`config.mk`:
```
export PLATFORM = sky130hd
export DESIGN_NAME = halfband_interpolator_2x_top
export DESIGN_NICKNAME = d
export VERILOG_FILES = /design/src/hbi2x_pkg.sv /design/src/hbi2x_dp.sv /design/src/hbi2x_ctrl.sv /design/src/halfband_interpolator_2x_top.sv
export VERILOG_INCLUDE_DIRS = /design/src /design/src/src
export SDC_FILE = /design/constraint.sdc
export NUM_CORES = 2
export LEC_CHECK = 0
export ABC_AREA = 0
export BUFFER_PORTS_ARGS = -buffer_cell sky130_fd_sc_hd__buf_2
export CAP_MARGIN = 5
export CORE_MARGIN = 3
export CORE_UTILIZATION = 45
export DETAILED_ROUTE_END_ITERATION = 7
export GPL_TIMING_DRIVEN = 0
export PLACE_DENSITY = 0.64
export SYNTH_ARGS = -nofsm -noshare
export SYNTH_HDL_FRONTEND = slang
export SYNTH_SLANG_ARGS = --single-unit
```
`constraint.sdc`:
```
create_clock -name clk -period 9.26 [get_ports clk]
set_input_delay 1.852 -clock clk [delete_from_list [all_inputs] [get_ports clk]]
set_output_delay 1.852 -clock clk [all_outputs]
set_load 0.1 [all_outputs]
```
`src/assert_macros.svh`:
```
// Assertion helpers shared by the RTL modules.
`ifndef ASSERT_MACROS_SVH
`define ASSERT_MACROS_SVH

// Checks a property on every rising clock edge outside reset.
`define ASSERT_CLK(label, prop, msg) \
    label: assert property (@(posedge clk) disable iff (!rst_n) (prop)) else $error(msg);

// Checks that one condition implies another on the next clock edge.
`define ASSERT_NEXT(label, cond, prop, msg) \
    label: assert property (@(posedge clk) disable iff (!rst_n) (cond) |=> (prop)) \
        else $error(msg);

`endif

```
`src/hbi2x_pkg.sv`:
```
package hbi2x_pkg;

    localparam int DelayDepth  = 31;
    localparam int FlushLength = 63;
    localparam int OddTaps     = DelayDepth + 1;
    localparam int CentreDelay = (DelayDepth + 1) / 2;
    localparam int FlushRounds = FlushLength / 2;
    localparam int MacSteps    = OddTaps + 1;

    localparam int SampleW  = 16;
    localparam int OutW     = 18;
    localparam int CoefW    = 32;
    localparam int ProdW    = CoefW + SampleW;
    localparam int AccW     = ProdW + 4;
    localparam int RoundSh  = 31;
    localparam int TapIdxW  = $clog2(OddTaps);
    localparam int MacCntW  = $clog2(MacSteps + 1);
    localparam int RoundCntW = $clog2(FlushRounds + 1);

    localparam logic signed [AccW-1:0] RoundHalf = AccW'(64'sd1 <<< (RoundSh - 1));

    typedef enum logic [2:0] {
        ST_IDLE,
        ST_EVEN,
        ST_MAC,
        ST_ODD,
        ST_SHIFT,
        ST_FINAL
    } hbi2x_state_t;

    typedef struct packed {
        logic load;
        logic mac_clear;
        logic mac_step;
        logic emit_even;
        logic emit_odd;
        logic emit_final;
        logic odd_last;
        logic shift;
        logic clear_line;
    } hbi2x_cmd_t;

    typedef struct packed {
        logic mac_done;
        logic out_free;
    } hbi2x_status_t;

    // Odd-phase taps h[1], h[3], ..., h[63]; the second half mirrors the first.
    function automatic logic signed [CoefW-1:0] odd_coef(input logic [TapIdxW-1:0] idx);
        logic [TapIdxW-2:0] k;
        logic signed [CoefW-1:0] c;
        k = idx[TapIdxW-1] ? ~idx[TapIdxW-2:0] : idx[TapIdxW-2:0];
        unique case (k)
            4'd0:    c = -32'sd259341;
            4'd1:    c = 32'sd800800;
            4'd2:    c = -32'sd1846783;
            4'd3:    c = 32'sd3656617;
            4'd4:    c = -32'sd6559276;
            4'd5:    c = 32'sd10961781;
            4'd6:    c = -32'sd17364505;
            4'd7:    c = 32'sd26393630;
            4'd8:    c = -32'sd38871571;
            4'd9:    c = 32'sd55970269;
            4'd10:   c = -32'sd79554954;
            4'd11:   c = 32'sd113013354;
            4'd12:   c = -32'sd163534336;
            4'd13:   c = 32'sd249878515;
            4'd14:   c = -32'sd441236499;
            default: c = 32'sd1362294123;
        endcase
        return c;
    endfunction

endpackage

```
`src/hbi2x_dp.sv`:
```
`include "assert_macros.svh"

module hbi2x_dp
    import hbi2x_pkg::*;
(
    input  logic                       clk,
    input  logic                       rst_n,
    input  hbi2x_cmd_t                 cmd,
    output hbi2x_status_t              status,
    input  logic                       kind,
    input  logic signed [SampleW-1:0]  sample,
    output logic                       out_valid,
    input  logic                       out_ready,
    output logic signed [OutW-1:0]     out_sample,
    output logic                       last
);

    logic signed [SampleW-1:0] dl_reg [DelayDepth];
    logic signed [SampleW-1:0] x_reg;
    logic signed [ProdW-1:0]   prod_reg;
    logic signed [AccW-1:0]    acc_reg;
    logic [MacCntW-1:0]        mac_cnt_reg;
    logic                      out_valid_reg;
    logic signed [OutW-1:0]    out_sample_reg;
    logic                      last_reg;

    logic [TapIdxW-1:0]        tap_idx;
    logic signed [SampleW-1:0] tap_val;
    logic signed [ProdW-1:0]   prod_next;
    logic signed [AccW-1:0]    odd_round;
    logic signed [OutW-1:0]    even_val;
    logic                      emit;

    always_comb
    begin
        tap_idx = mac_cnt_reg[TapIdxW-1:0];
        if (tap_idx == '0)
        begin
            tap_val = x_reg;
        end
        else
        begin
            tap_val = dl_reg[tap_idx - TapIdxW'(1)];
        end
        prod_next = odd_coef(tap_idx) * tap_val;
        odd_round = acc_reg + (acc_reg[AccW-1] ? (RoundHalf - AccW'(1)) : RoundHalf);
        // The centre tap is 2^31 - 1, which rounds back to the sample itself.
        even_val  = OutW'(dl_reg[CentreDelay-1]);
        emit      = cmd.emit_even | cmd.emit_odd | cmd.emit_final;
    end

    assign status.mac_done = (mac_cnt_reg == MacCntW'(MacSteps));
    assign status.out_free = !out_valid_reg || out_ready;

    always_ff @(posedge clk or negedge rst_n)
    begin
        if (!rst_n)
        begin
            out_valid_reg <= 1'b0;
            mac_cnt_reg   <= '0;
            for (int i = 0; i < DelayDepth; i++)
            begin
                dl_reg[i] <= '0;
            end
        end
        else
        begin
            if (emit)
            begin
                out_valid_reg <= 1'b1;
            end
            else if (out_ready)
            begin
                out_valid_reg <= 1'b0;
            end

            if (cmd.mac_clear)
            begin
                mac_cnt_reg <= '0;
            end
            else if (cmd.mac_step)
            begin
                mac_cnt_reg <= mac_cnt_reg + MacCntW'(1);
            end

            if (cmd.clear_line)
            begin
                for (int i = 0; i < DelayDepth; i++)
                begin
                    dl_reg[i] <= '0;
                end
            end
            else if (cmd.shift)
            begin
                for (int i = 1; i < DelayDepth; i++)
                begin
                    dl_reg[i] <= dl_reg[i-1];
                end
                dl_reg[0] <= x_reg;
            end
        end
    end

    always_ff @(posedge clk)
    begin
        if (cmd.load)
        begin
            x_reg <= kind ? '0 : sample;
        end

        if (cmd.mac_clear)
        begin
            acc_reg <= '0;
        end
        else if (cmd.mac_step)
        begin
            if (mac_cnt_reg < MacCntW'(OddTaps))
            begin
                prod_reg <= prod_next;
            end
            if (mac_cnt_reg != '0)
            begin
                acc_reg <= acc_reg + AccW'(prod_reg);
            end
        end

        if (cmd.emit_even)
        begin
            out_sample_reg <= even_val;
            last_reg       <= 1'b0;
        end
        else if (cmd.emit_odd)
        begin
            out_sample_reg <= odd_round[RoundSh +: OutW];
            last_reg       <= cmd.odd_last;
        end
        else if (cmd.emit_final)
        begin
            out_sample_reg <= '0;
            last_reg       <= 1'b1;
        end
    end

    assign out_valid  = out_valid_reg;
    assign out_sample = out_sample_reg;
    assign last       = last_reg;

    `ASSERT_CLK(a_emit_when_free, !emit || !out_valid_reg || out_ready, "beat overwritten")
    `ASSERT_CLK(a_no_step_past_done, !(cmd.mac_step && status.mac_done), "step after done")

endmodule

```
`src/hbi2x_ctrl.sv`:
```
`include "assert_macros.svh"

module hbi2x_ctrl
    import hbi2x_pkg::*;
(
    input  logic          clk,
    input  logic          rst_n,
    input  logic          in_valid,
    output logic          in_ready,
    input  logic          kind,
    input  hbi2x_status_t status,
    output hbi2x_cmd_t    cmd
);

    hbi2x_state_t           state_reg;
    hbi2x_state_t           state_next;
    logic                   is_flush_reg;
    logic                   is_flush_next;
    logic [RoundCntW-1:0]   rounds_reg;
    logic [RoundCntW-1:0]   rounds_next;

    always_comb
    begin
        state_next    = state_reg;
        is_flush_next = is_flush_reg;
        rounds_next   = rounds_reg;
        unique case (state_reg)
            ST_IDLE:
            begin
                if (in_valid)
                begin
                    state_next    = ST_EVEN;
                    is_flush_next = kind;
                    rounds_next   = RoundCntW'(FlushRounds);
                end
            end
            ST_EVEN:
            begin
                if (status.out_free)
                begin
                    state_next = ST_MAC;
                end
            end
            ST_MAC:
            begin
                if (status.mac_done)
                begin
                    state_next = ST_ODD;
                end
            end
            ST_ODD:
            begin
                if (status.out_free)
                begin
                    state_next = ST_SHIFT;
                end
            end
            ST_SHIFT:
            begin
                if (!is_flush_reg)
                begin
                    state_next = ST_IDLE;
                end
                else if (rounds_reg == RoundCntW'(1))
                begin
                    state_next = ST_FINAL;
                end
                else
                begin
                    state_next  = ST_EVEN;
                    rounds_next = rounds_reg - RoundCntW'(1);
                end
            end
            ST_FINAL:
            begin
                if (status.out_free)
                begin
                    state_next = ST_IDLE;
                end
            end
            default:
            begin
                state_next = ST_IDLE;
            end
        endcase
    end

    always_comb
    begin
        cmd      = '0;
        in_ready = 1'b0;
        cmd.odd_last = !is_flush_reg;
        unique case (state_reg)
            ST_IDLE:
            begin
                in_ready      = 1'b1;
                cmd.load      = in_valid;
                cmd.mac_clear = in_valid;
            end
            ST_EVEN:
            begin
                cmd.emit_even = status.out_free;
            end
            ST_MAC:
            begin
                cmd.mac_step = !status.mac_done;
            end
            ST_ODD:
            begin
                cmd.emit_odd = status.out_free;
            end
            ST_SHIFT:
            begin
                cmd.shift     = 1'b1;
                cmd.mac_clear = 1'b1;
            end
            ST_FINAL:
            begin
                cmd.emit_final = status.out_free;
                cmd.clear_line = status.out_free;
            end
            default:
            begin
                cmd = '0;
            end
        endcase
    end

    always_ff @(posedge clk or negedge rst_n)
    begin
        if (!rst_n)
        begin
            state_reg    <= ST_IDLE;
            is_flush_reg <= 1'b0;
            rounds_reg   <= '0;
        end
        else
        begin
            state_reg    <= state_next;
            is_flush_reg <= is_flush_next;
            rounds_reg   <= rounds_next;
        end
    end

    `ASSERT_CLK(a_final_only_on_flush, state_reg != ST_FINAL || is_flush_reg, "stray final beat")
    `ASSERT_NEXT(a_accept_starts_even, in_valid && in_ready, state_reg == ST_EVEN, "no start")

endmodule

```
`src/halfband_interpolator_2x_top.sv`:
```
// Channel | Handshake            | Payload
// input   | in_valid, in_ready   | kind, sample
// output  | out_valid, out_ready | out_sample, last
//
// A sample item runs through the accept, the even beat, the shared 32x16
// multiply-accumulate (32 taps, then draining the product and finishing), the odd beat
// and the delay line shift; only then is the next item accepted.
// A flush item runs 31 such rounds after its accept and ends with a final zero beat.
// Reset clears the delay line at once; no clearing pass is needed.
// A stalled output holds the controller in its emit state until the beat leaves.
module halfband_interpolator_2x_top
    import hbi2x_pkg::*;
(
    input  logic                      clk,
    input  logic                      rst_n,
    input  logic                      in_valid,
    output logic                      in_ready,
    input  logic                      kind,
    input  logic signed [SampleW-1:0] sample,
    output logic                      out_valid,
    input  logic                      out_ready,
    output logic signed [OutW-1:0]    out_sample,
    output logic                      last
);

    hbi2x_cmd_t    cmd;
    hbi2x_status_t status;

    hbi2x_ctrl u_ctrl (
        .clk      (clk),
        .rst_n    (rst_n),
        .in_valid (in_valid),
        .in_ready (in_ready),
        .kind     (kind),
        .status   (status),
        .cmd      (cmd)
    );

    hbi2x_dp u_dp (
        .clk        (clk),
        .rst_n      (rst_n),
        .cmd        (cmd),
        .status     (status),
        .kind       (kind),
        .sample     (sample),
        .out_valid  (out_valid),
        .out_ready  (out_ready),
        .out_sample (out_sample),
        .last       (last)
    );

endmodule

```
# Word-level counts from Yosys, hierarchy flattened
# Memory sizes are Yosys's and may differ from the RTL's.
# Index checks and enable logic that the tools add are counted.
word_totals:
  n_memories: 1
  elab_cells: 126
  rom_bits: 512
  regBits: 647
  inputBits: 21
mem_list:
  columns: ["name", "words", "width", "rd", "rd_ports_with_merged_regs", "wr", "line_no", "text"]
  rows:
  - ["(name not given)", 16, 32, 1, 0, 0, "hbi2x_pkg.sv:53", "unique case (k)"]
classes:
  mul: 1
  n_addsub: 5
  bitwise: 5
  n_reduce_logical: 19
  order_cmp: 2
  n_eq_ne: 14
  muxes: 38
ops:
  columns: ["op", "n"]
  rows:
  - ["$mux W496", 2]
  - ["$bmux W16 S5", 1]
  - ["$mux W18", 3]
  - ["$add A52 B48 Y52", 1]
  - ["$add A49 B49 Y49", 1]
  - ["$mul A32 B16 Y48", 1]
  - ["$mux W16", 3]
  - ["$mux W31", 1]
  - ["$mux W3", 7]
  - ["$pmux W3 S6", 1]
  - ["$mux W5", 3]
  - ["$mux W1", 12]
  - ["$mux W6", 2]
  - ["$ne A2 B1 Y1 const B", 5]
  - ["$pmux W5 S2", 1]
  - ["$reduce_bool A2 Y1", 5]
  - ["$sub A5 B1 Y5 const B", 2]
  - ["$add A6 B1 Y6 const B", 1]
  - ["$eq A3 B2 Y1 const B", 2]
  - ["$eq A3 B3 Y1 const B", 2]
  - ["$eq A6 B6 Y1 const B", 1]
  - ["$ge A6 B6 Y1 const B", 1]
  - ["$lt A6 B6 Y1 const B", 1]
  - ["$not A5 Y6", 1]
  - ["other kinds (19)", 24]

# Depth between registers and ports, before layout
depth:
  depth_word: 7
  mapped_depth: 38
  mapped_depth_nobuf: 33

# Hierarchy
# From an unflattened synthesis, not the netlist that was laid out.
unflattened:
  hier_cells: 5042
  area_unflattened_um2: 51411.8
modules_own_cells:
  columns: ["mod", "seq_area_each_um2", "area_each_um2", "n_inst", "cells_per_inst"]
  rows:
  - ["hbi2x_dp", 16110.5, 50798.7, 1, 4974]
  - ["hbi2x_ctrl", 225.2, 613.1, 1, 68]

# Worst setup path after synthesis
# OpenSTA, ideal clock, no wires.
synth_timing:
  path_kind: "register -> register"
  startpoint: "register u_dp.mac_cnt_reg[0]"
  endpoint: "register u_dp.prod_reg[46] (data pin)"
  required_time_ns: 9.002
  setup_slack_ns: 0.805
  stages_incl_launch_ff: 32
  n_path_buf: 5
  period_less_slack_ns: 8.455
  arrival_time_ns: 8.197
  setup_time_ns: 0.258
  path_cell_list: "dfrtp_1 > buf_4 > inv_1 > ha_1 > clkbuf_1 > buf_4 > buf_2 > mux4_2 > mux4_2 > mux2i_4 > a21oi_4 > buf_2 > nand2_1 > fa_1 > fa_1 > fa_1 > fa_1 > inv_1 > fa_1 > inv_1 > fa_1 > inv_1 > ha_1 > and3_1 > a31oi_1 > o21ai_2 > a31o_2 > nand3_2 > o21ai_1 > a311o_1 > a41oi_2 > xnor2_1"
synth_via:
  elab_chain_cells: 7
  elab_cells_between_ends: 11
synth_rtl:
  columns: ["item", "line_no", "text"]
  rows:
  - ["start, declared", "hbi2x_dp.sv:22", "logic [MacCntW-1:0] mac_cnt_reg;"]
  - ["start signal, assigned", "hbi2x_dp.sv:83", "mac_cnt_reg <= mac_cnt_reg + MacCntW'(1);"]
  - ["$sub A5 B1 Y5", "hbi2x_dp.sv:43", "tap_val = dl_reg[tap_idx - TapIdxW'(1)];"]
  - ["$not A5 Y6 (implied by the code)", "hbi2x_dp.sv:43", null]
  - ["$bmux W16 S5", "hbi2x_dp.sv:43", null]
  - ["$mux W16 (implied by the code) (2 in a row)", "hbi2x_dp.sv:43", null]
  - ["$mux W16", "hbi2x_dp.sv:37", "if (tap_idx == '0)"]
  - ["$mul A32 B16 Y48 *", "hbi2x_dp.sv:45", "prod_next = odd_coef(tap_idx) * tap_val;"]
  - ["named net u_dp.prod_next[46]", "hbi2x_dp.sv:29", "logic signed [ProdW-1:0] prod_next;"]
  - ["end signal, assigned", "hbi2x_dp.sv:119", "prod_reg <= prod_next;"]
  - ["end, declared", "hbi2x_dp.sv:20", "logic signed [ProdW-1:0] prod_reg;"]
# The timed path passes the listed nets; every way through them passes the cells marked *. The select of a mux whose other input is x is not followed.
# A chain may end at the register's enable or synchronous reset.

# Final worst setup path
# Ends and elaborated chain as after synthesis.

==> impl_metrics.toml <==
[run_status]
outcome = "finished, violations left"
violations = "setup timing"

[floorplanning]
core-area_mm2 = 0.107
die_area_mm2 = 0.112
die_height_um = 335
die-width_um = 335
rows = 120
design.portCount = 42
initial_core_util_pct = 45.4

[sta]
timing_max_transition_violations_final = 0
maximum_clock_skew_at_final_layout_ns = 0.0270
finalSetupViolCount = 2
hold-worst-slack_ns = 0.477
period_minus_slack_ns = 9.29
post-route-period-util_pct = 100
fmax_mhz = 108
grt_setup_unrepaired = "yes"
final_critical_path_setup_slack_ns = -0.0341
report.final.hold_viol_count = 0
max_slew.worst_pin.slew_ns = 1.28
timing.slew.headroom_pct = 14.8
setup-tns-final_ns = -0.0468

[finish]
final_nets = 5383
stdcell_area_mm2 = 0.0555
regArea_mm2 = 0.0163
fill_cells = 9325
final_cell_mix = "sky130_fd_sc_hd__inv_1, sky130_fd_sc_hd__a22o_1, sky130_fd_sc_hd__dfrtp_1, sky130_fd_sc_hd__fa_1, sky130_fd_sc_hd__nand2_1"
multiInputGateArea_mm2 = 0.0299
areaGrowthSynthToFinish_pct = 13.9
largest_register_ffs = 496
final_layout_size_suffix_gt1_share_pct = 14.9
most_common_cell_after_layout_fill_and_taps_aside = "sky130_fd_sc_hd__inv_1"

[clocking]
cts.htree.levels = 3
ctsHoldBuffers = 0
worstSkewPairLatency_ns = 0.65
clock_tree.buffer_depth = 3
number_of_cts_inserted_buffers = 73
clk_tree_root_cell = "sky130_fd_sc_hd__clkbuf_16"
cts.sink_count = 647
tritoncts_clock_tree = "yes"
clk_pin_slew_worst_paths_ns = 0.06

[synthesis]
post_synth.cell_area_avg_um2 = 10.9
total_of_flip_flops_plus_latches_after_synthesis = 647
synth_edf_count = 82
syn_area_mm2 = 0.0487
synth_sequential_area_ratio_pct = 33.6
post_synth_inst_count = 4458
netlist-cell-type-count = 83
synth-async-reset-ratio_pct = 79.1
synthFlopType = "sky130_fd_sc_hd__dfrtp_1"
synth-warning-count = 0
mappedNetlistNets = 5179

[global_route]
globalRoute.totalOverflow = 0
via_count_of_the_first_global_routing_pass = 36958
antenna_found_initial = 14
grt_util_all_layers_pct = 27.3
maximum_number_of_pins_on_one_net_before_global_route_repair = 109
global_route_wire_length_before_repair_um = 232000

[critical_path]
worstPathArrival_ns = 9.64
worst_path_largest_cell_delay_ns = 0.61
crit_path_frequent_cell = "sky130_fd_sc_hd__fa_2"
timing.setup.critical_path_class = "flop to flop"
crit_path_required_time_ns = 9.61
worstSetupEndpointType = "flop"
slowest_stage = "sky130_fd_sc_hd__mux4_2"
crit_path_max_fanout = 8
startpoint_type = "flop"

[run]
timing.max_cap.violations = 0

[route]
detailedRoute.firstIterationViolations = 3710
drt-vias-per-instance = 5.98
wl_um = 153000
route.detailed.drc = 0
post_drt_wl_per_cell_um = 25.0
dr_total_vias = 36597
drt_first_pass_iters = 6
antenna_violating_nets_post_route = 0

[place]
hpwl_um = 117000
place_worst_setup_slack_ns = -2.10
detailed_place.area_mm2 = 0.0509
place.port_buffers = 41
gp_congestion = 0.969

[worst_hold_path]
timing.hold.worst.class = "flop to flop"
[area by class of cell]
| class | instances | area share, % |
|---|---|---|
| clock inverter | 25 | 0.652 |
| tap | 1403 | 3.16 |
| buffer | 260 | 2.86 |
| timing repair buffer | 139 | 2.16 |
| sequential | 647 | 29.4 |
| antenna | 2 | 0.00902 |
| inverter | 596 | 4.06 |
| clock buffer | 106 | 3.83 |
| multi-input combinational | 2945 | 53.8 |
[path summary, 6_finish.rpt]
| kind | end | cells after the start | slack [ns] | start |
|---|---|---|---|---|
| worst max register to register | u_dp.prod_reg[46] | 34 | -0.03 | u_dp.mac_cnt_reg[0] |
| worst max-delay path | u_dp.prod_reg[46] | 34 | -0.03 | u_dp.mac_cnt_reg[0] |
| worst min register to register | u_dp.acc_reg[50] | 2 | 0.48 | u_dp.acc_reg[50] |
| worst min-delay path | u_dp.acc_reg[50] | 2 | 0.48 | u_dp.acc_reg[50] |
| min in group asynchronous | u_dp.dl_reg[21] | 1 | 1.22 | rst_n |
| max in group asynchronous | u_dp.dl_reg[486] | 5 | 5.59 | rst_n |
[cells by family after synthesis]
logic type                 count (synthesis)  share of synthesized area [%]
AOI/OAI and AO/OA                       1022                           15.9
and+or+nand+nor                          919                           8.18
buffers and inverters                    866                           7.07
adders and majority gates                700                           25.5
DFF                                      647                           33.6
muxes                                    181                           7.54
xor gates and xnor gates                 123                           2.23
[metal layers]
layer	vias to the layer above	part of all wire, %	global-route usage (%)
met5	-	0.0072	0
met4	2	4.2	10.2
met3	322	11	6.65
met2	1770	44	41.0
met1	18797	41	38.5
li1	15706	-	-
[worst max-delay path, delay by kind of cell, from the launching register on]
family,cells,cell delay [ns]
muxes,3,1.44
xor gates and xnor gates,1,0.17
AOI/OAI and AO/OA,9,1.98
and+or+nand+nor,3,0.29
adders and majority gates,8,3.55
DFF,1,0.39
buffers and inverters,10,1.11
[Yosys cell counts (all sizes together), types with 4 or more instances]
cell type,instances,area (um^2)
a21o,75,563
o31a,6,52.6
a31o,10,87.6
o21ai,105,548
fa,487,9750
nor2b,37,231
a221oi,4,41.3
a21boi,4,30.0
o21a,19,143
a31oi,22,150
o21bai,18,135
and3,22,138
nand3,37,190
o211ai,13,108
o31ai,10,75.1
inv,596,2240
edfxtp,82,2460
mux4,144,3250
ha,213,2670
nand2b,37,231
or2,11,68.8
buf,92,533
and2,33,206
a22o,514,4500
mux2i,19,215
nor2,298,1120
clkbuf,178,673
a211oi,19,148
nand2,392,1470
nor3,21,105
dfxtp,53,1060
dfrtp,512,12800
a21oi,177,931
xor2,58,516
xnor2,65,569
nand4,15,93.8
mux2,18,203
[through the flow]
step	instances	utilization, %
after floorplan	4458	-
after global placement	5902	47.2
after global routing	6121	51.7
after CTS	6071	50.7
after detailed placement	5917	47.5
final	6123	51.7
[what timing repair did]
item                       CTS  global route
cloned                       1             4
resized for setup          179           180
setup endpoints to repair   36            16
pin swaps                   24            85
setup buffers               30            47
Power is left out: the tool's default activity adds up to more than one toggle a clock period on the data nets, which glitch-free logic cannot reach.
